<file path="src/hdl/rmq_sqrt.sv">
// ----------------------------------------------------------------------------
// rmq_sqrt
// Pipelined restoring integer square root, one root bit per stage.
// ----------------------------------------------------------------------------
`default_nettype none
module rmq_sqrt #(
   parameter int VW = 34,
   parameter int RW = 17
) (
   input  wire logic          clock,
   input  wire logic          en,
   input  wire logic [VW-1:0] v,
   output logic [RW-1:0]      root
);
   logic [RW+1:0] rem_ff  [RW];
   logic [RW-1:0] root_ff [RW];
   logic [VW-1:0] rest_ff [RW];

   for (genvar k = 0; k < RW; k++) begin : g_stage
      logic [RW+1:0] src_rem, rem_t, trial, rem_in;
      logic [RW-1:0] src_root, root_in;
      logic [VW-1:0] src_rest;
      if (k == 0) begin : g_first
         assign src_rem  = '0;
         assign src_root = '0;
         assign src_rest = v;
      end else begin : g_next
         assign src_rem  = rem_ff[k-1];
         assign src_root = root_ff[k-1];
         assign src_rest = rest_ff[k-1];
      end
      // bring down the next bit pair and try the trial subtrahend
      always_comb begin
         rem_t = {src_rem[RW-1:0], src_rest[VW-1 -: 2]};
         trial = {src_root, 2'b01};
         if (rem_t >= trial) begin
            rem_in  = rem_t - trial;
            root_in = {src_root[RW-2:0], 1'b1};
         end else begin
            rem_in  = rem_t;
            root_in = {src_root[RW-2:0], 1'b0};
         end
      end
      always_ff @(posedge clock) begin
         if (en) begin
            rem_ff[k]  <= rem_in;
            root_ff[k] <= root_in;
            rest_ff[k] <= {src_rest[VW-3:0], 2'b00};
         end
      end
   end

   assign root = root_ff[RW-1];
endmodule
`default_nettype wire

</file>
<file path="config.mk">
export PLATFORM = sky130hd
export DESIGN_NAME = rmq_sqrt
export DESIGN_NICKNAME = d
export VERILOG_FILES = /design/src/hdl/rmq_sqrt.sv
export SDC_FILE = /design/constraint.sdc
export NUM_CORES = 1
export LEC_CHECK = 0
export BUFFER_PORTS_ARGS = -buffer_cell sky130_fd_sc_hd__buf_4
export CAP_MARGIN = 20
export CORE_MARGIN = 1.5
export CORE_UTILIZATION = 35
export DETAILED_ROUTE_END_ITERATION = 12
export GPL_TIMING_DRIVEN = 0
export PLACE_DENSITY = 0.55
export SLEW_MARGIN = 20
export SYNTH_ARGS = -nofsm -noshare
export SYNTH_HDL_FRONTEND = slang
export SYNTH_SLANG_ARGS = --single-unit
</file>
<file path="constraint.sdc">
create_clock -name clock -period 4.8 [get_ports clock]
set_clock_uncertainty 0.05 [all_clocks]
set_input_delay 0 -clock clock [delete_from_list [all_inputs] [get_ports clock]]
set_output_delay 0 -clock clock [all_outputs]
set_load 0.005 [all_outputs]
</file>
# Yosys cells after proc, flatten, opt, wreduce, memory -nomap -nowiden
# Memories as Yosys holds them, arrays and structs flattened.
# Index checks and enable logic that the tools add are counted.
[op_classes] n_addsub=17 multipliers=0 div_mod_pow=0 magnitude_cmp=17 n_eq_ne=0 shift=0 n_mux=36 bitwise=0 reduce_logical=0
[op_table] operator="2-to-1 mux 19 bit" n=17
[op_table] operator=">= comparator 19 bit" n=16
[op_table] operator="subtractor 19 bit" n=16
[op_table] operator="2-to-1 mux 1 bit" n=19
[op_table] operator="subtractor 2 x 1 -> 3 bit (second input constant)" n=1
[op_table] operator=">= comparator 2 x 1 -> 1 bit (second input constant)" n=1
[word_totals] regBits=0 latchBits=0 mem_bits_rw=1156 rom_bits=0 input_bits=36 output_inout_bits=17 n_memories=3
[memory_table] memory="rest_ff" words=17 width=32 rd=16 rd_clocked_by_memory_dff=0 wr=17 line_no="17" source="logic [VW-1:0] rest_ff [RW];"
[memory_table] memory="rem_ff" words=17 width=19 rd=16 rd_clocked_by_memory_dff=0 wr=17 line_no="15" source="logic [RW+1:0] rem_ff [RW];"
[memory_table] memory="root_ff" words=17 width=17 rd=17 rd_clocked_by_memory_dff=0 wr=17 line_no="16" source="logic [RW-1:0] root_ff [RW];"

# Logic depth before layout (Yosys ltp)
# An unclocked memory read counts as a cell.
[logic_depth] word_depth=3 ltp_mapped=12 depth_no_buf=9

# Worst setup path after synthesis
# No wires, ideal clock.
[synth_path] path_kind="flip-flop to flip-flop" start="memory rem_ff[0][269] (netlist bit)" end="memory rem_ff[0][286] (netlist bit), data pin" setup_time_ns=0.260 t_arrival_ns=2.251 required_ns=4.490 setup_slack_ns=2.239 path_stages_with_launch=10 n_path_buf=2 synth_period_minus_slack_ns=2.561 path_cell_list="edfxtp_1 -> ha_1 -> a211oi_2 -> o21bai_2 -> o31ai_4 -> a31oi_1 -> a2111oi_4 -> buf_6 -> buf_6 -> o21ai_0"
[synth_rtl] element="from (decl)" line_no="15"

==> run_results.csv <==
group,metric,value,unit
yosys,synth_top_cell_by_area,"edfxtp_1",
global_routing,antenna_found_initial,0,
routing,post_drt_via_cell_ratio,4.91,
critical_path,worstPathArrival,3.69,ns
routing,ant_nets,0,
finish,fillers,8204,
die,coreArea,88600,um^2
routing,dr.first_iter.drc_count,1127,
yosys,synth_mux_area_share,1.16,%
die,die_h,302,um
yosys,ys_types,87,
global_routing,grt_pass1_wl,93700,um
routing,vias,18500,
yosys,synthCells,2365,
timing,relSlewSlack,51.5,%
clock_network,numCtsBuffers,77,
yosys,synth-compound-area-share,9.90,%
clock_network,clk_latency,0.61,ns
power,power.density,446,nW/um^2
critical_path,start_kind,"flip-flop",
power,peakVddDrop,0.305,mV
finish,final_cell_mix,"679 x edfxtp_1, 207 x inv_1, 170 x ha_1",
flow_run,maxCapViolCount,0,
clock_network,cts_root_buffer,"clkbuf_16",
timing,holdWs,0.0526,ns
timing,drv_slew,0,
yosys,synth_top_area_share,65.0,%
placement,dp_hpwl,40700,um
die,die_x,302,um
clock_network,cts_buffer_depth,3,
timing,tightest_slew,0.728,ns
yosys,synth_area,31400,um^2
finish,multiInputGateArea,10000,um^2
placement,place_inst,3588,
global_routing,grt_pass1_vias,18500,
yosys,synth_ff_type,"edfxtp_1",
placement,numPortBuffers,52,
routing,drt-total-wl,57700,um
routing,drc,3,
critical_path,critPathKind,"flip-flop to flip-flop",
timing,setup-violations-final,0,
finish,num-nets-final,2744,
yosys,yosys.area_share.adder,6.78,%
status,outcome,"finished with violations",
timing,post-route-period-util,71.3,%
status,violations,"DRC",
yosys,syn-num-nets,2571,
die,ios,53,
min_path,min_from,"v[20]",
timing,rsz0062_at_grt,"no",
power,leakage,0.0139,uW
global_routing,overflow,0,
placement,placed_area,33400,um^2
yosys,synth.area.top_cells,"edfxtp_1 65%, ha_1 6.8%, inv_1 2.5%, xnor2_1 2.4%, xor2_1 2.3%",
clock_network,cts-htree-levels,3,
routing,dr.pass1.iters,10,
yosys,synthArstFlopShare,0,%
clock_network,postCtsSetupRepairBufs,0,
min_path,hp-class,"input pin to flip-flop",
finish,finalNonFillerCells,3761,
critical_path,startpoint,"root_ff[0][153]$_DFFE_PP_",
global_routing,grt_max_degree,111,
finish,fin_util,41.0,%
global_routing,track_usage,12.6,%
clock_network,clkSlewWorstSetupHoldPaths,0.06,ns
yosys,synth_top_family_by_area,"compound AO/OA/AOI/OAI gates",
clock_network,ctsHoldBuffers,36,
yosys,synth_xor_xnor_area_share,4.74,%
critical_path,cp.required,5.07,ns
yosys,syn_avg_cell_area,13.3,um^2
critical_path,timing.rr.start,"root_ff[0][153]$_DFFE_PP_",
clock_network,clkSinkCount,679,
critical_path,critical_path.max_fanout,10,
die,start_util,35.4,%
routing,wl_per_cell,15.4,um
finish,antenna_cells,0,
yosys,seq_area_frac_synth,65.0,%
finish,drive_gt1_share,10.0,%
critical_path,end_kind,"flip-flop",
timing,min_period,3.42,ns
clock_network,cts_tree,"built",
timing,hold_violations,0,
finish,area_delta_synth_final,15.7,%
die,fp.dieArea,91500,um^2
die,rows,109,
finish,design_area,36300,um^2
yosys,synthSimpleGateAreaFrac,9.38,%
finish,seq_area,20400,um^2
yosys,synth_edf_count,679,
yosys,ys_ff_latch,679,
finish,final_common_cell,"edfxtp_1",
placement,globalplace.congestion,0.868,
yosys,synth-warning-count,0,
clock_network,cts_resized,0,
timing,clock.fmax,292,MHz
[sequential cells by signal (all words and copies together) (netlist names)]
name,count
rest_ff,272
rem_ff,254
root_ff,153
[cells in the mapped netlist (all sizes together), types with 34 or more instances]
cell type  count
edfxtp       679
inv          209
ha           170
nor2         161
nand2        143
o21ai        131
a21oi        130
xnor2         87
xor2          83
nor3          49
o21a          43
a21o          42
nand3         34
nor2b         34
[stage by stage]
step                      TNS (ns)  setup WS [ns]  power (uW)
after floorplan                  0           2.24        9590
after global placement    -1186.96          -1.85       10400
after detailed placement         0           1.52       10400
after CTS                        0           1.50       16400
after global routing             0           1.23       17000
final                            0           1.38       16200
[path summary, 6_finish.rpt]
check / to / slack [ns] / depth (start not counted)
hold reg to reg: rest_ff[0][255]$_DFFE_PP_ / 0.35 / 0
hold / removal: rest_ff[0][20]$_DFFE_PP_ / 0.05 / 2
setup reg to reg: rem_ff[0][191]$_DFFE_PP_ / 1.38 / 9
setup / recovery: rem_ff[0][191]$_DFFE_PP_ / 1.38 / 9
[critical path: stages (launching register included)]
cell       delay, ns
edfxtp_1        0.37
inv_1           0.05
ha_1            0.39
o21a_1          0.19
nor4_1          0.08
nor4_1          0.59
o2111ai_1       0.32
nand4_1         0.39
clkbuf_1        0.54
a21oi_1         0.17
[per-layer routing]
metal | share of wire [%] | wire [um] | global-route usage (%)
met5 | 0 | 0 | 0
met4 | 2.4 | 1370 | 4.41
met3 | 4.4 | 2530 | 2.32
met2 | 48 | 27900 | 21.5
met1 | 45 | 25900 | 16.0
[where the power goes]
part	internal, uW	switching [uW]
combinational	1120	1460
clock	3570	2310
sequential	7370	359
total	12100	4130
[final cells by class]
| cell class | count | area share, % |
|---|---|---|
| repair buffers | 94 | 2.54 |
| plain buffers | 36 | 0.489 |
| inverters | 209 | 2.16 |
| well taps | 1165 | 4.02 |
| multi-input cells | 1441 | 27.6 |
| flip-flops and latches | 679 | 56.2 |
| clock buffers | 90 | 5.50 |
| clock inverters | 47 | 1.48 |
[logic make-up after synthesis]
group | Yosys count
XOR/XNOR | 170
AND/OR/NAND/NOR | 589
buffers and inverters | 245
other | 1
AO/OA/AOI/OAI | 478
adder cells (fa/ha/maj) | 170
flip-flops | 679
multiplexers | 33
Power figures use the tool's default switching activity.
