$ cat config.mk
export PLATFORM = sky130hd
export DESIGN_NAME = rmq_div
export DESIGN_NICKNAME = d
export VERILOG_FILES = /design/src/hdl/rmq_div.sv
export SDC_FILE = /design/constraint.sdc
export NUM_CORES = 2
export LEC_CHECK = 0
export ABC_AREA = 1
export BUFFER_PORTS_ARGS = -buffer_cell sky130_fd_sc_hd__buf_4
export CORE_AREA = 8 8 476 478
export CTS_CLUSTER_DIAMETER = 80
export CTS_CLUSTER_SIZE = 25
export DETAILED_ROUTE_END_ITERATION = 7
export DIE_AREA = 0 0 484 486
export PLACE_DENSITY = 0.63
export SLEW_MARGIN = 10
export SYNTH_ARGS = -nofsm -noshare
export SYNTH_HDL_FRONTEND = slang
export SYNTH_SLANG_ARGS = --single-unit
$ cat constraint.sdc
create_clock -name clock -period 2.79 [get_ports clock]
set_clock_uncertainty 0.05 [all_clocks]
set_input_delay 0.279 -clock clock [delete_from_list [all_inputs] [get_ports clock]]
set_output_delay 0.279 -clock clock [all_outputs]
set_load 0.1 [all_outputs]
$ cat src/hdl/rmq_div.sv
// ----------------------------------------------------------------------------
// rmq_div
// Pipelined restoring unsigned divider, one quotient bit per stage.
// ----------------------------------------------------------------------------
`default_nettype none
module rmq_div #(
   parameter int DW = 32,
   parameter int SW = 18
) (
   input  wire logic          clock,
   input  wire logic          en,
   input  wire logic [DW-1:0] dividend,
   input  wire logic [SW-1:0] divisor,
   output logic [DW-1:0]      quotient
);
   logic [SW-1:0] rem_ff [DW];
   logic [DW-1:0] quo_ff [DW];
   logic [DW-1:0] dvd_ff [DW];
   logic [SW-1:0] dsr_ff [DW];

   for (genvar k = 0; k < DW; k++) begin : g_stage
      logic [SW-1:0] src_rem, src_dsr, rem_in;
      logic [DW-1:0] src_quo, src_dvd;
      logic [SW:0]   t;
      logic          qbit;
      if (k == 0) begin : g_first
         assign src_rem = '0;
         assign src_quo = '0;
         assign src_dvd = dividend;
         assign src_dsr = divisor;
      end else begin : g_next
         assign src_rem = rem_ff[k-1];
         assign src_quo = quo_ff[k-1];
         assign src_dvd = dvd_ff[k-1];
         assign src_dsr = dsr_ff[k-1];
      end
      // shift in one dividend bit, subtract if it fits
      always_comb begin
         t    = {src_rem, src_dvd[DW-1]};
         qbit = (t >= {1'b0, src_dsr});
         rem_in = qbit ? SW'(t - {1'b0, src_dsr}) : t[SW-1:0];
      end
      always_ff @(posedge clock) begin
         if (en) begin
            rem_ff[k] <= rem_in;
            quo_ff[k] <= {src_quo[DW-2:0], qbit};
            dvd_ff[k] <= {src_dvd[DW-2:0], 1'b0};
            dsr_ff[k] <= src_dsr;
         end
      end
   end

   assign quotient = quo_ff[DW-1];
endmodule
`default_nettype wire

# After elaboration in Yosys (flattened, before gate mapping)
# Memory sizes are Yosys's and may differ from the RTL's.
# Cells that the tools add are included.
[totals]
mem_count = 4
ramBits = 3168
register_bits = 0
wordCells = 102
[mem_list]
columns = ["name", "words", "word_bits", "rd", "rd_clocked_by_memory_dff", "wr", "line_no", "text"]
rows = [
  ["quo_ff", 32, 32, 32, 0, 32, "17", "logic [DW-1:0] quo_ff [DW];"],
  ["dvd_ff", 32, 31, 31, 0, 32, "18", "logic [DW-1:0] dvd_ff [DW];"],
  ["dsr_ff", 32, 18, 31, 0, 32, "19", "logic [SW-1:0] dsr_ff [DW];"],
  ["rem_ff", 32, 18, 31, 0, 32, "16", "logic [SW-1:0] rem_ff [DW];"],
]
[classes]
order_cmp = 32
n_addsub = 32
n_mux = 34
[op_table]
columns = ["operator", "n"]
rows = [
  ["19-bit by 18-bit >= comparator with 1-bit output", 31],
  ["18-bit two-way mux", 32],
  ["18-bit subtractor", 31],
  ["1-bit by 18-bit >= comparator with 1-bit output", 1],
  ["1-bit by 18-bit subtractor with 18-bit output", 1],
  ["1-bit two-way mux", 2],
]

# Depth between registers and ports, before layout
# An unclocked memory read counts as a cell.
[logic_depth]
ltp_word = 3
depth_mapped = 14
ltp_nobuf = 14

# Worst setup path before layout
# OpenSTA, ideal clock, no wires.
[synth_timing]
path_type = "reg2reg"
from = "mem rem_ff[5][13], in the netlist rem_ff[0][103]"
to = "mem rem_ff[6][8], in the netlist rem_ff[0][116] (data pin)"
setup_ns = 0.253
t_required_ns = 2.487
path_slack_ns = 0.808
arrival_ns = 1.678
path_stages_with_launch = 9
path_cell_list = "edfxtp_1 > ha_1 > a21oi_1 > nand2_1 > a21oi_1 > nand4_4 > buf_12 > nand2_1 > o21ai_2"
[synth_rtl]
columns = ["element", "line_no"]
rows = [
  ["start, declared", "16"],
]

==> flow_summary.yaml <==
status:
  status: "complete, no violations"
yosys:
  ys_ff_latch: 2140
  synth_top_area_share_pct: 59.0
  synthCells: 10907
  synth_xor_area_share_pct: 1.93
  synth_compound_area_share_pct: 3.05
  synth_top_family_by_area: "simple AND/OR/NAND/NOR gates"
  yosys-top-cells-area: "edfxtp_1 (59%), nand2_1 (12%), ha_1 (6.4%)"
  syn_avg_cell_area_um2: 9.99
  ys.warnings.count: 0
  syn_area_mm2: 0.109
  synth.mux.area_fraction_pct: 0
  synthSimpleGateAreaFrac_pct: 22.6
  synth_top_area_cell: "edfxtp_1"
  ys_seq_area_share_pct: 59.0
  synth_fa_ha_area_share_pct: 6.98
  ys_types: 38
  synth_nets: 11549
sta:
  slew_violations: 0
  setup_violations: 0
  setup_tns_ns: 0
  tightest_slew_ns: 1.12
  whs_ns: 0.134
  relSlewSlack_pct: 25.1
  finalCritPeriodShare_pct: 92.0
  rsz0062_at_grt: "false"
  clock.fmax_mhz: 389
  min_period_ns: 2.57
  finalHoldViolations: 0
die:
  std_cell_rows: 172
  dieArea_mm2: 0.235
  ios: 84
  die_x_um: 484
  dieHeight_um: 486
  initial_core_util_pct: 49.8
  core_area_mm2: 0.219
hold_path:
  hp-class: "input pin to flop"
  min_path_cells: 2
  hold_path_end: "dvd_ff[0][20]$_DFFE_PP_"
  worstHoldStart: "dividend[20]"
critical_path:
  path_buf_inv: 2
  cp-startpoint: "dsr_ff[1][228]$_DFFE_PP_"
  rr_startpoint: "dsr_ff[1][228]$_DFFE_PP_"
  worstPathCellList: "inv_1, ha_1, nand2_1, nor2_1, nand2_1, inv_1, a21oi_1, nand3_1, nand2_1"
  crit_family: "compound AO/OA/AOI/OAI gates"
  worst-endpoint-required_ns: 3.41
  r2r-end: "rem_ff[1][248]$_DFFE_PP_"
  cp_slowest_cell: "a21oi_1"
  crit_path_frequent_cell: "nand2_1"
  critPathLaunchType: "flop"
  worst_ep_arrival_time_ns: 3.19
  cp-end-kind: "flop"
  max_stage_delay_ns: 0.87
  crit_type: "flop to flop"
  reg2reg_depth: 9
  reg2reg_slack_ns: 0.22
  crit_fanout: 10
global_route:
  grt_max_degree: 115
  grt_pass1_wl_mm: 404
  grt_overflow: 0
  antenna_found_initial: 2
  grt_pass1_vias: 71390
  grt.total_usage_pct: 21.5
power_and_ir_drop:
  clock_power_share_pct: 17.8
  leakage_nw: 52.9
  power_frac_seq_pct: 39.2
  pwr_density_cell_mw_per_mm2: 1030
  peakVddDrop_uv: 577
  p_int_mw: 72.3
  combPwrFrac_pct: 43.0
  swShare_pct: 40.9
  p_sw_mw: 50.0
placed_design:
  dp_hpwl_mm: 198
  postPlaceCellArea_mm2: 0.114
  place_congestion: 0.913
  port_buffers: 83
detailed_routing:
  drt-initial-drc-count: 5159
  viasPerCell: 5.15
  drtPass1Iterations: 8
  routedWlPerCell_um: 18.2
  num_vias: 73047
  wirelength_mm: 258
  postRouteAntennaNets: 0
  drc_errors: 0
finish:
  fin_nets: 11882
  area_growth_pct: 9.28
  utilization_pct: 54.4
  design_area_mm2: 0.119
  drive_gt1_share_pct: 7.56
clocking:
  clk_path_buf_depth: 3
  cts-buffers-inserted: 135
  clock_sinks: 2140
  cts_tree: "done"
  clk_pin_slew_worst_paths_ns: 0.09
  postCtsSetupBuffers: 0
  clockRootBuffer: "clkbuf_16"
  insertion_delay_ns: 0.82
  ctsHtreeMaxLevel: 4
job:
  cap_violations: 0
per-layer routing:
layer  track usage [%]  share of wire (%)  vias to the layer above
met1              30.0                 46                    34470
li1                  -                  -                    36731
met4              5.76                2.7                        0
met2              35.8                 47                     1493
met5                 0                  0                        -
met3              2.54                4.1                      353
cell families after synthesis:
kind of cell	after synthesis
compound gates	526
xor+xnor	240
fa+ha+maj	590
buf+inv	1732
flops	2140
simple gates	5679
registers in the layout, indices dropped and copies added, names as in the netlist:
signal / count
rem_ff: 558
dvd_ff: 496
dsr_ff: 558
quo_ff: 528
power groups by stage:
stage | clock network [mW] | logic [mW] | registers, mW
2_1_floorplan | 0 | 38.4 | 46.7
3_3_place_gp | 0 | 51.9 | 48.8
3_5_place_dp | 0 | 52.1 | 48.8
4_1_cts | 22.5 | 52.4 | 48.1
5_1_grt | 23.5 | 59.6 | 48.5
6_report | 21.7 | 52.6 | 48.0
cell usage in the layout (no fill, tap or decap), types with 66 or more instances in the layout:
| master | Yosys | routed |
|---|---|---|
| inv_1 | 1606 | 1606 |
| o21ai_2 | 105 | 105 |
| nor3_1 | 111 | 111 |
| buf_4 | 11 | 210 |
| a21oi_1 | 274 | 274 |
| xor2_1 | 230 | 230 |
| nor2_1 | 753 | 753 |
| nand3b_1 | 242 | 242 |
| nand2_1 | 3373 | 3373 |
| nand2_2 | 88 | 88 |
| clkbuf_16 | 0 | 140 |
| nand4_1 | 66 | 66 |
| ha_1 | 560 | 560 |
| edfxtp_1 | 2140 | 2140 |
| nand3_1 | 860 | 860 |
cell type report:
type	instances	area, um^2
diodes	1	2.50
clock buffers	141	3510
clock inverters	76	1090
fillers	19280	99600
inverters	1634	6130
multi-input cells	7035	37700
flip-flops and latches	2140	64300
well taps	2871	3590
repair buffers	294	2760
cells in the mapped netlist, drive strengths merged:
library cell  count
nand2          3478
edfxtp         2140
inv            1620
nand3           881
nor2            791
ha              560
a21oi           314
nand3b          242
xor2            230
o21ai           175
nor3            115
buf              95
nand4            79
or2              54
fa               30
o21bai           30
and2             24
nor4             15
clkinv           14
xnor2            10
a41oi             5
clkbuf            3
o21a              2
per-stage QoR:
| stage | setup WS, ns | total power [mW] | instances |
|---|---|---|---|
| 6_report | 0.222 | 122 | 14192 |
| 5_1_grt | 0.0291 | 132 | 14192 |
| 4_1_cts | 0.202 | 123 | 14191 |
| 3_5_place_dp | 0.235 | 101 | 13923 |
| 3_3_place_gp | 0.269 | 101 | 13923 |
| 2_1_floorplan | 0.808 | 85.1 | 10907 |
how the worst max path moves through the flow:
| stage | cells past startpoint | to | slack [ns] |
|---|---|---|---|
| 2_1_floorplan | 8 | rem_ff[0][116]$_DFFE_PP_ | 0.81 |
| 3_3_place_gp | 10 | rem_ff[0][225]$_DFFE_PP_ | 0.27 |
| 3_5_place_dp | 9 | rem_ff[0][231]$_DFFE_PP_ | 0.24 |
| 4_1_cts | 9 | rem_ff[0][230]$_DFFE_PP_ | 0.20 |
| 5_1_grt | 11 | rem_ff[0][225]$_DFFE_PP_ | 0.03 |
| 6_report | 9 | rem_ff[1][248]$_DFFE_PP_ | 0.22 |
repair_timing:
action | in CTS | in global routing
resized for setup | 0 | 0
setup endpoints to repair | 0 | 0
hold buffers | 51 | 0
endpoints found under the hold margin | 90 | 0
No activity file was read; power rests on OpenSTA's default activity.
