### src/hdl/rmq_pkg.sv
// ----------------------------------------------------------------------------
// rmq_pkg
// Shared codes for the rotation matrix to quaternion unit.
// ----------------------------------------------------------------------------
`default_nettype none
package rmq_pkg;
   // branch codes as reported on the result channel
   localparam logic [1:0] BR_TRACE = 2'd0;
   localparam logic [1:0] BR_M00   = 2'd1;
   localparam logic [1:0] BR_M11   = 2'd2;
   localparam logic [1:0] BR_M22   = 2'd3;
endpackage
`default_nettype wire

### src/hdl/rmq_front.sv
// ----------------------------------------------------------------------------
// rmq_front
// Branch choice, square root argument and numerators, one register stage.
// ----------------------------------------------------------------------------
`default_nettype none
module rmq_front
   import rmq_pkg::*;
#(
   parameter int W  = 16,
   parameter int F  = 14,
   parameter int AW = 20,
   parameter int UW = 19,
   parameter int NW = 17
) (
   input  wire logic                clock,
   input  wire logic                en,
   input  wire logic signed [W-1:0] m00, m01, m02, m10, m11, m12, m20, m21, m22,
   output logic [UW-1:0]            arg_ff,
   output logic [NW-1:0]            n0_ff, n1_ff, n2_ff,
   output logic [2:0]               neg_ff,
   output logic [1:0]               br_ff
);
   localparam logic signed [AW-1:0] ONE_A = AW'(1) << F;

   logic signed [AW-1:0] a00, a11, a22, tr, arg;
   logic signed [W:0]    d_x, d_y, d_z, s_xy, s_xz, s_yz;
   logic signed [W:0]    n0, n1, n2;
   logic [UW-1:0]        arg_in;
   logic [NW-1:0]        n0_in, n1_in, n2_in;
   logic [2:0]           neg_in;
   logic [1:0]           br_in;

   assign a00 = AW'(m00);
   assign a11 = AW'(m11);
   assign a22 = AW'(m22);
   assign tr  = a00 + a11 + a22;

   // element sums and differences
   assign d_x  = (W+1)'(m21) - (W+1)'(m12);
   assign d_y  = (W+1)'(m02) - (W+1)'(m20);
   assign d_z  = (W+1)'(m10) - (W+1)'(m01);
   assign s_xy = (W+1)'(m01) + (W+1)'(m10);
   assign s_xz = (W+1)'(m02) + (W+1)'(m20);
   assign s_yz = (W+1)'(m12) + (W+1)'(m21);

   // branch choice; the numerators fill the non-quarter slots in order
   always_comb begin
      if (tr > 0) begin
         br_in = BR_TRACE; arg = tr + ONE_A;
         n0 = d_x; n1 = d_y; n2 = d_z;
      end else if (m00 > m11 && m00 > m22) begin
         br_in = BR_M00; arg = ONE_A + a00 - a11 - a22;
         n0 = s_xy; n1 = s_xz; n2 = d_x;
      end else if (m11 > m22) begin
         br_in = BR_M11; arg = ONE_A + a11 - a00 - a22;
         n0 = s_xy; n1 = s_yz; n2 = d_y;
      end else begin
         br_in = BR_M22; arg = ONE_A + a22 - a00 - a11;
         n0 = s_xz; n1 = s_yz; n2 = d_z;
      end
      arg_in = arg[AW-1] ? '0 : arg[UW-1:0];
      neg_in = {n2[W], n1[W], n0[W]};
      n0_in  = n0[W] ? NW'(-n0) : NW'(n0);
      n1_in  = n1[W] ? NW'(-n1) : NW'(n1);
      n2_in  = n2[W] ? NW'(-n2) : NW'(n2);
   end

   always_ff @(posedge clock) begin
      if (en) begin
         arg_ff <= arg_in;
         n0_ff  <= n0_in;
         n1_ff  <= n1_in;
         n2_ff  <= n2_in;
         neg_ff <= neg_in;
         br_ff  <= br_in;
      end
   end
endmodule
`default_nettype wire

### config.mk
export PLATFORM = sky130hd
export DESIGN_NAME = rmq_front
export DESIGN_NICKNAME = d
export VERILOG_FILES = /design/src/hdl/rmq_pkg.sv /design/src/hdl/rmq_front.sv
export SDC_FILE = /design/constraint.sdc
export NUM_CORES = 1
export LEC_CHECK = 0
export BUFFER_PORTS_ARGS = -buffer_cell sky130_fd_sc_hd__buf_2
export CAP_MARGIN = 10
export CORE_UTILIZATION = 45
export CTS_BUF_LIST = sky130_fd_sc_hd__clkbuf_4
export DETAILED_ROUTE_END_ITERATION = 8
export PLACE_DENSITY = 0.76
export SLEW_MARGIN = 40
export SYNTH_ARGS = -nofsm -noshare
export SYNTH_HDL_FRONTEND = slang
export SYNTH_SLANG_ARGS = --single-unit
### constraint.sdc
create_clock -name clock -period 7.1 [get_ports clock]
set_clock_uncertainty 0.05 [all_clocks]
set_input_delay 0.355 -clock clock [delete_from_list [all_inputs] [get_ports clock]]
set_output_delay 0.355 -clock clock [all_outputs]
set_load 0.02 [all_outputs]
# ---- Word level (Yosys, flattened, before mapping)
# Index checks and enable logic that the tools add are counted.
dict set report word_totals {
  register_bits 75
  latch_bits 0
  ram_bits 0
  romBits 0
  memories 0
}
dict set report op_classes {
  addsub 21
  n_mul 0
  n_div 0
  n_lt_le_gt_ge 4
  n_eq_ne 0
  shifts 0
  muxes 16
  bitwise_logic 0
  reduce_logical 2
}
# op n
set ops {}
lappend ops {{two-way mux 17 bit} 8}
lappend ops {{adder 16 x 16 -> 17 bit} 4}
lappend ops {{two-way mux 20 bit} 3}
lappend ops {{subtractor 18 x 16 -> 19 bit} 3}
lappend ops {{subtractor 17 x 16 -> 18 bit} 3}
lappend ops {{adder 16 x 16 -> 17 bit (first input constant)} 3}
lappend ops {{negator 17 bit} 3}
lappend ops {{subtractor 16 x 16 -> 17 bit} 3}
lappend ops {{greater-than comparator 16 bit} 3}
lappend ops {{two-way mux 16 bit} 3}
lappend ops {{adder 18 x 16 -> 19 bit (second input constant)} 1}
lappend ops {{adder 17 x 16 -> 18 bit} 1}
lappend ops {{greater-than comparator 18 x 1 -> 1 bit (second input constant)} 1}
lappend ops {{two-way mux 1 bit} 2}
lappend ops {{OR reduction 2 bit} 1}
lappend ops {{logical AND 1 bit} 1}

# ---- Depth between registers and ports, before layout
# Gate-level depths: netlist of the first run.
dict set report depth {
  depth_word 6
  mapped_depth 31
}

# ---- Least setup slack after synthesis of the first run
# OpenSTA, ideal clock, no wires.
dict set report synth_path {
  kind {input to register}
  start {in m00[6]}
  end {reg n0_ff[10] (data pin)}
  setup_time_ns 0.260
  arrival_ns 6.029
  required_time_ns 6.790
  slack_ns 0.762
  stages 31
  cell_sequence {inv_1 > fa_1 > inv_1 > ha_1 > or2_2 > o31a_1 > a31oi_1 > o21a_1 > nor2b_1 > o21a_1 > nor2_1 > xnor2_1 > inv_1 > ha_1 > nand4_1 > nor4_1 > nand4b_1 > nor4_4 > nor2_1 > buf_2 > buf_1 > clkbuf_1 > buf_1 > nand2_1 > o21a_1 > inv_1 > ha_1 > a21boi_1 > or3b_4 > nor2b_1 > xnor2_1}
}
dict set report synth_between {
  elab_chain_len 6
  elab_cells_between_ends 10
  classes_between {3 x add/sub; 3 x order compare; 3 x mux; 1 x reduce/logical}
}
# element line_no
set synth_lines {}
lappend synth_lines {{start, declared} rmq_front.sv:17} ;# input wire logic signed [W-1:0] m00, m01, m02, m10, m11, m12, m20, m21, m22,
lappend synth_lines {{adder 16 x 16 -> 17 bit or greater-than comparator 16 bit (tied branches)} {rmq_front.sv:36, rmq_front.sv:51}}
lappend synth_lines {{adder 17 x 16 -> 18 bit or logical AND 1 bit (tied branches)} {rmq_front.sv:36, rmq_front.sv:51}}
lappend synth_lines {{greater-than comparator 18 x 1 -> 1 bit or two-way mux 17 bit (tied branches)} {rmq_front.sv:48, rmq_front.sv:51}}
lappend synth_lines {{two-way mux 17 bit (*)} rmq_front.sv:48} ;# if (tr > 0) begin
lappend synth_lines {{via n0[0]} rmq_front.sv:27} ;# logic signed [W:0] n0, n1, n2;
lappend synth_lines {{negator 17 bit (*)} rmq_front.sv:63} ;# n0_in = n0[W] ? NW'(-n0) : NW'(n0);
lappend synth_lines {{two-way mux 16 bit (*)} rmq_front.sv:63}
lappend synth_lines {{via n0_in[10]} rmq_front.sv:29} ;# logic [NW-1:0] n0_in, n1_in, n2_in;
lappend synth_lines {{end signal, assigned} rmq_front.sv:71} ;# n0_ff <= n0_in;
lappend synth_lines {{end, declared} rmq_front.sv:19} ;# output logic [NW-1:0] n0_ff, n1_ff, n2_ff,
# The timed path passes the listed nets; every way through them passes the cells marked *.
# A chain may end at the register's enable or synchronous reset.

# ---- Final worst setup path of the first run
dict set report layout_path {
  start {in m00[2]}
  end {reg n0_ff[10] (data pin)}
}
dict set report layout_between {
  elab_chain_len 6
  elab_cells_between_ends 10
  classes_between {3 x add/sub; 3 x order compare; 3 x mux; 1 x reduce/logical}
}
# element line_no
set layout_lines {}
lappend layout_lines {{adder 16 x 16 -> 17 bit or greater-than comparator 16 bit (tied branches)} {rmq_front.sv:36, rmq_front.sv:51}}
lappend layout_lines {{adder 17 x 16 -> 18 bit or logical AND 1 bit (tied branches)} {rmq_front.sv:36, rmq_front.sv:51}}
lappend layout_lines {{greater-than comparator 18 x 1 -> 1 bit or two-way mux 17 bit (tied branches)} {rmq_front.sv:48, rmq_front.sv:51}}
lappend layout_lines {{two-way mux 17 bit (*)} rmq_front.sv:48}
lappend layout_lines {{negator 17 bit} rmq_front.sv:63}
lappend layout_lines {{two-way mux 16 bit (*)} rmq_front.sv:63}
lappend layout_lines {{via n0_in[10]} rmq_front.sv:29}
# Marked as above.

==> flow_summary.ini, run 1 <==
[synthesis]
synth_nets = 2442
synth_edf_count = 75
syn-cell-area_um2 = 16200
avgSynthCellArea_um2 = 8.46
synth-main-ff-cell = edfxtp_1
yosysSeqAreaShare_pct = 13.9
ys_warn_count = 0
async_flop_share_pct = 0
ys_types = 90
synth-seq-cells = 75
syn-instance-count = 1919

[finish]
final_nets = 2618
syn_to_final_growth_pct = 10.3
finalInstanceArea_um2 = 17900
layoutNonFillerInstCount = 2562
fin_util_pct = 50.5
fillers = 3313
drive_above_1_share_pct = 14.5
final_cell_mix = ha_1, buf_2, inv_1
ff_latch_area_um2 = 2250
multi_input_area_um2 = 13000
final_common_cell = ha_1

[pwr]
ir_worst_vdd_mv = 0.155
seqPwrFrac_pct = 20.4
clkPwrFrac_pct = 6.0
powerDensity_nw_per_um2 = 235
leakagePower_uw = 0.00838
p_comb_share_pct = 73.6
switching_share_pct = 52.5
power_switching_uw = 2210
p_int_uw = 2000

[sta]
rsz0062_at_grt = false
setup_viol = 0
min_period_over_period_pct = 87.6
setup_tns_ps = 0
hold_viol = 0
fmax_mhz = 161
min_period_ps = 6220
relSlewSlack_pct = 45.0
worstMarginPinSlew_ps = 824
whs_ps = 352
slew_viol_final = 0

[grt]
grt_max_degree = 76
grtUsageMet1_pct = 33.8
use_met2_pct = 45.1
grt_first_pass_wirelength_mm = 76.1
track_usage_pct = 26.6
grt_antenna_before_repair = 3
grt_util_met3_pct = 3.34
overflow = 0
grt_pass1_vias = 14434
busiest_layer = met2

[clock_tree]
holdBufCountCts = 0
cts_sinks = 75
postCtsSetupRepairBufs = 0
cts_buffers = 9
clk_pin_slew_ps = 160
cts_root_buf = clkbuf_4
max-clock-path-buffers = 2
htreeDepth = 3
cts_tree = built
cts-resized-gates = 0

[routing]
ant_nets = 0
drc = 0
via_per_inst = 5.77
vias = 14770
wl_per_cell_um = 19.4
wirelength_mm = 49.7
firstDrtPassIters = 5
drtIter0Drc = 1042

[floorplanning]
die_area_um2 = 36800
die_h_um = 192
coreArea_um2 = 35500
die_w_um = 192
rows = 69
pin_count = 221
initial_core_util_pct = 45.7

[placed_design]
gp_congestion = 0.976
dp_hpwl_mm = 42.1
placed_cell_area_um2 = 17700
port_buffers = 220
place_inst = 2544

[run]
maxCapViolCount = 0

[setup_path]
worstSetupPathType = in2reg
start_kind = primary input
critPathArrivalTime_ps = 6400
crit_required_ps = 7280
critPathCaptureType = flop
crit_fanout = 57

[worst_hold_path]
hold_path.class = in2reg

[outcome]
status = completed
==> final timing paths <==
path              startpoint        end  slack [ps]  depth (start not counted)
hold / removal            en   n2_ff[9]         350                          1
setup / recovery      m00[2]  n0_ff[10]         880                         24
==> synthesized netlist by cell type (5+ instances only) <==
| library cell | number | area [um2] |
|---|---|---|
| o41ai_1 | 9 | 78.8 |
| nor3_1 | 47 | 235 |
| a2111oi_0 | 7 | 61.3 |
| nand2b_1 | 23 | 144 |
| o311a_1 | 6 | 60.1 |
| a21oi_1 | 144 | 721 |
| edfxtp_1 | 75 | 2250 |
| o211ai_1 | 27 | 203 |
| o22a_1 | 7 | 61.3 |
| nor2_1 | 146 | 548 |
| buf_2 | 13 | 65.1 |
| nand4_1 | 8 | 50.1 |
| o22ai_1 | 16 | 100 |
| xnor2_1 | 117 | 1020 |
| a211oi_1 | 23 | 173 |
| fa_1 | 74 | 1480 |
| o31a_1 | 8 | 70.1 |
| o21a_1 | 18 | 135 |
| a221oi_1 | 9 | 78.8 |
| nand2_1 | 115 | 432 |
| nor3b_1 | 5 | 37.5 |
| mux2i_1 | 24 | 240 |
| o21ai_0 | 75 | 375 |
| a31o_2 | 11 | 96.3 |
| a31oi_1 | 31 | 194 |
| nand3_1 | 21 | 105 |
| and2_1 | 9 | 56.3 |
| or3_1 | 18 | 113 |
| nor4_1 | 8 | 50.1 |
| buf_1 | 6 | 22.5 |
| ha_1 | 303 | 3790 |
| o31ai_1 | 15 | 113 |
| or2_2 | 13 | 81.3 |
| a21o_1 | 29 | 218 |
| nor2b_1 | 31 | 194 |
| and3_1 | 20 | 125 |
| clkbuf_1 | 42 | 158 |
| o21bai_1 | 23 | 173 |
| xor2_1 | 48 | 420 |
| inv_1 | 198 | 743 |
==> worst max-delay path: stages <==
cell and delay [ps]:
buf_2 150, fa_1 720, ha_1 290, a211oi_1 430, o21ai_1 190, a31oi_1 350, o21a_1 260, nor2b_1 70
o21a_1 160, nor2_1 110, xnor2_1 100, inv_1 110, ha_1 160, nand4_1 90, nor4_1 300, nand4b_1 210
nor4_4 510, or2_2 410, buf_12 300, o211ai_1 140, a21boi_1 240, or3b_4 450, nor2b_1 160, xnor2_1 120
==> registers in the layout (all words and copies together) (netlist names) <==
register	count
n2_ff	17
n1_ff	17
n0_ff	17
arg_ff	19
neg_ff	3
br_ff	2
==> power by group through the flow <==
stage               logic [uW]  registers, uW  clock network [uW]
CTS                       3040            860                 255
global route              3360            866                 272
floorplan                 1920           1040                   0
global placement          2970            869                   0
detailed placement        3030            870                   0
finish                    3100            858                 253
==> through the flow <==
stage	power [uW]	setup slack [ps]
CTS	4160	961
finish	4210	877
global route	4500	370
detailed placement	3900	470
floorplan	2970	762
global placement	3840	652
==> area by class of cell <==
type	count	area share, %
sequential	75	12.6
inverter	198	4.15
clock inverter	7	0.328
antenna	1	0.0140
timing repair buffer	230	6.79
clock buffer	9	0.377
multi-input combinational	1581	72.5
tap	461	3.22
==> routing by layer <==
layer | wire length (um) | share of wire [%] | up-vias
li1 | - | - | 7094
met1 | 21100 | 43 | 7013
met2 | 23200 | 47 | 553
met3 | 3270 | 6.6 | 106
met4 | 2100 | 4.2 | 4
met5 | 24 | 0.048 | -
==> kinds of logic (layout without fill, tap and decap cells) <==
kind of cell / after synthesis / in the layout / share of synthesized area (%)
compound gates: 518 / 518 / 21.4
xor+xnor: 165 / 165 / 8.91
fa+ha+maj: 377 / 377 / 32.5
buf+inv: 263 / 444 / 6.32
flops: 75 / 75 / 13.9
mux: 28 / 28 / 1.85
other cells: 1 / 2 / 0.0231
simple gates: 492 / 492 / 15.1
Power figures use the tool's default switching activity.
==> run 2, diff against run 1 <==
- CORE_ASPECT_RATIO: unset -> 1.2
==> run 2 against run 1 <==
Effect of this change:
- sequential power grew 0.6%
- worst setup slack gained 110 ps
- clock-buffer cell count is the same
- largest cell class unchanged
- clock power shrank 5%
- first-iteration DRC count shrank 6.2%
- non-clock buffer count grew 3
- global-route usage is essentially flat
- critical endpoint is now n1_ff[12]
==> flow_summary.ini, run 2 (synthesis gave the netlist of run 1 again) <==
[finish]
largest_register = arg_ff
final_nets = 2621
drive_above_1_share_pct = 14.6
final_common_cell = ha_1
syn_to_final_growth_pct = 10.2
fin_util_pct = 50.7
largest_reg_flops = 19
final_cell_mix = ha_1, buf_2, inv_1

[sta]
setup_viol = 0
fmax_mhz = 164
setup_tns_ps = 0
min_period_ps = 6120
worstMarginPinSlew_ps = 876
rsz0062_at_grt = false
slew_viol_final = 0
hold_viol = 0
relSlewSlack_pct = 41.4
min_period_over_period_pct = 86.1

[routing]
top_layer = met4
wirelength_mm = 49.9
firstDrtPassIters = 5
ant_nets = 0
drc = 0
drtIter0Drc = 977
met3_length_mm = 2.72
dr_wl_met2_mm = 24.5
vias = 14822
via_per_inst = 5.78
wl_per_cell_um = 19.5
m1WireLength_mm = 20.0

[setup_path]
crit_required_ps = 7230
worstSetupPathType = in2reg
critPathCaptureType = flop
start_kind = primary input
critPathMaxStageDelay_ps = 700
critPathArrivalTime_ps = 6250
crit_fanout = 23
cp_slowest_cell = fa_1

[floorplanning]
die_h_um = 210
die_area_um2 = 36800
coreArea_um2 = 35300
die_w_um = 175
initial_core_util_pct = 46.0
rows = 75
pin_count = 221

[clock_tree]
postCtsSetupRepairBufs = 0
cts_root_buf = clkbuf_4
cts-resized-gates = 0
htreeDepth = 3
cts_sinks = 75
max-clock-path-buffers = 2
holdBufCountCts = 0
cts_tree = built
cts_buffers = 9
clk_pin_slew_ps = 140

[pwr]
leakagePower_uw = 0.00837
ir_worst_vdd_mv = 0.121
powerDensity_nw_per_um2 = 234

[run]
maxCapViolCount = 0

[outcome]
status = completed

[placed_design]
port_buffers = 220
dp_hpwl_mm = 42.6
gp_congestion = 1.03

[grt]
grt_max_degree = 76
track_usage_pct = 26.7
overflow = 0
grt_antenna_before_repair = 1
grt_pass1_vias = 14494
grt_first_pass_wirelength_mm = 76.8

[worst_hold_path]
hold_path.class = in2reg
==> run 2: where the power goes <==
part	switching, uW	internal (uW)	leakage [uW]
logic	1930	1150	0.00758
registers	103	759	0.000731
clock network	165	76.4	0.0000635
total	2200	1990	0.00837
==> run 2: worst paths after layout <==
check / startpoint / endpoint / slack [ps] / cells past startpoint
setup / recovery: m00[2] / n1_ff[12] / 980 / 25
hold / removal: en / n2_ff[13] / 370 / 1
==> run 2: layout make-up <==
cell class / instances / area (um2)
Antenna cell: 1 / 2.50
Clock buffer: 9 / 67.6
Clock inverter: 7 / 58.8
Fill cell: 3385 / 17400
Inverter: 198 / 743
Multi-Input combinational cell: 1581 / 13000
Sequential cell: 75 / 2250
Tap cell: 462 / 578
Timing Repair Buffer: 233 / 1200
==> run 2: critical path: cells and delay by family <==
kind | cells | cell delay [ps]
compound gates | 6 | 1500
xor+xnor | 2 | 290
fa+ha+maj | 3 | 1150
buf+inv | 4 | 760
mux | 1 | 280
simple gates | 9 | 1870
==> run 2: layer usage <==
| layer | vias to the layer above | GRT usage (%) |
|---|---|---|
| li1 | 7105 | - |
| met2 | 609 | 47.7 |
| met5 | - | 0 |
| met1 | 6985 | 31.9 |
| met4 | 0 | 14.5 |
| met3 | 123 | 1.57 |
==> run 2: metrics by stage <==
stage / total power [uW] / hold slack (ps) / cell area [um2] / setup slack [ps] / cells
2_1_floorplan: 2970 / 417 / 16200 / 762 / 1919
5_1_grt: 4460 / 392 / 17900 / 299 / 2566
3_3_place_gp: 3860 / 750 / 17700 / 768 / 2549
6_report: 4190 / 371 / 17900 / 985 / 2566
3_5_place_dp: 3900 / 749 / 17700 / 632 / 2549
4_1_cts: 4160 / 369 / 17900 / 1090 / 2565
==> run 3, diff against run 2 <==
- ABC_AREA: unset -> 1
- PLACE_DENSITY: 0.76 -> 0.75
==> run 3 against run 2 <==
Effect of this change:
- clock-buffer cell count did not move
- clock power rose by 15%
- via count rose by 23%
- critical path depth rose by 11
- routed wire length rose by 16%
- maximum frequency rose by 18%
- hold slack got worse by 54 ps
- synthesized cell count rose by 44%
- core utilization fell by 1.0 points
- critical endpoint unchanged
- largest cell class unchanged
==> flow_summary.ini, run 3 <==
[sta]
slew_viol_final = 0
worstMarginPinSlew_ps = 767
setup_viol = 0
relSlewSlack_pct = 48.3
fmax_mhz = 193
hold_viol = 0
min_period_ps = 5170
min_period_over_period_pct = 72.9
setup_tns_ps = 0
worst_slack_ps = 1930
rsz0062_at_grt = false

[finish]
drive_above_1_share_pct = 10.6
final_common_cell = nand2_1
syn_to_final_growth_pct = 8.62
largest_register = arg_ff
final_cell_mix = nand2_1, inv_1, ha_1
largest_reg_flops = 19
final_nets = 3449

[clock_tree]
max-clock-path-buffers = 2
clk_pin_slew_ps = 170
cts_sinks = 75
postCtsSetupRepairBufs = 0
cts_root_buf = clkbuf_4
holdBufCountCts = 0
cts-resized-gates = 0
cts_buffers = 9
cts_tree = built
htreeDepth = 3

[floorplanning]
pin_count = 221
rows = 80
coreArea_um2 = 39800
die_area_um2 = 41300
die_h_um = 222
die_w_um = 186
initial_core_util_pct = 45.7

[placed_design]
gp_congestion = 0.998
port_buffers = 220
dp_hpwl_mm = 48.8
post-place-ws_ps = 1450

[routing]
wl_per_cell_um = 16.7
drtIter0Drc = 1573
ant_nets = 0
wirelength_mm = 57.8
vias = 18220
drc = 0
via_per_inst = 5.26
firstDrtPassIters = 6

[synthesis]
yosys.area.top_type_share_pct = 20.8
synthTopCellsByCount = nand2_1, inv_1, ha_1
ys_warn_count = 0
ys_top_cells_by_area = ha_1, nand2_1, edfxtp_1, inv_1, fa_1
synth-main-ff-cell = edfxtp_1
synth-seq-cells = 75
syn-cell-area_um2 = 18200
ys_types = 57
yosysSeqAreaShare_pct = 12.4
synth.most_common_cell = nand2_1
yosys.area.top_type = ha_1
synth_edf_count = 75
async_flop_share_pct = 0
syn-instance-count = 2760
synth_nets = 3283
avgSynthCellArea_um2 = 6.60

[pwr]
powerDensity_nw_per_um2 = 224
ir_worst_vdd_mv = 0.100
leakagePower_uw = 0.0110

[grt]
overflow = 0
grt_antenna_before_repair = 2
track_usage_pct = 28.3
grt_pass1_vias = 17777
grt_max_degree = 76
grt_first_pass_wirelength_mm = 90.8

[setup_path]
worstSetupPathType = in2reg
start_kind = primary input
crit_fanout = 56
crit_top_cell = nand2_1
cp_slowest_cell = fa_1
crit_required_ps = 7320
critPathMaxStageDelay_ps = 550
critPathArrivalTime_ps = 5390
critPathCaptureType = flop

[worst_hold_path]
hold_path.class = in2reg
holdPathStages = 1

[outcome]
status = completed

[run]
maxCapViolCount = 0
[run 3: area by class of cell]
class                      instances  area [um2]
multi-input combinational       2185       14000
fill                            4237       20100
inverter                         427        1610
timing repair buffer             228        1170
clock buffer                       9        67.6
sequential                        75        2250
antenna                            1        2.50
clock inverter                     6        65.1
tap                              533         667
[run 3: stage by stage]
step	cells	total power, uW	cell area (um2)	hold WS, ps	utilization [%]
final	3464	4430	19800	317	49.7
after global routing	3464	4810	19800	328	49.7
after CTS	3463	4370	19800	302	49.7
after detailed placement	3448	4080	19700	750	49.3
after global placement	3448	4070	19600	746	49.3
after floorplan	2760	3140	18200	417	-
[run 3: routing by layer]
metal  GRT usage (%)  share of wire, %  up-vias
met4            17.1               6.2        2
met1            32.8                40     8268
li1                -                 -     9124
met2            49.5                48      661
met5               0             0.028        -
met3            2.95               5.3      165
[run 3: cell families after synthesis]
| kind of cell | Yosys count | synth area share, % |
|---|---|---|
| and+or+nand+nor | 1341 | 31.0 |
| xor gates and xnor gates | 117 | 5.63 |
| DFF | 75 | 12.4 |
| adders and majority gates | 377 | 28.9 |
| other | 1 | 0.0206 |
| AOI/OAI and AO/OA | 349 | 10.9 |
| buffers and inverters | 500 | 11.1 |
[run 3: worst max-delay path, delay by kind of cell]
| family | cells | cell delay, ps |
|---|---|---|
| AND/OR/NAND/NOR | 22 | 2270 |
| AO/OA/AOI/OAI | 1 | 230 |
| XOR/XNOR | 1 | 160 |
| adder cells (fa/ha/maj) | 4 | 1260 |
| buffers and inverters | 8 | 1090 |
[run 3: where the power goes]
group / internal, uW / switching (uW)
combinational: 1060 / 2280
clock: 106 / 173
sequential: 730 / 80.3
[run 3: worst paths after layout]
| kind | from | endpoint |
|---|---|---|
| worst max-delay path | m00[3] | n1_ff[12] |
| worst min-delay path | en | n1_ff[10] |
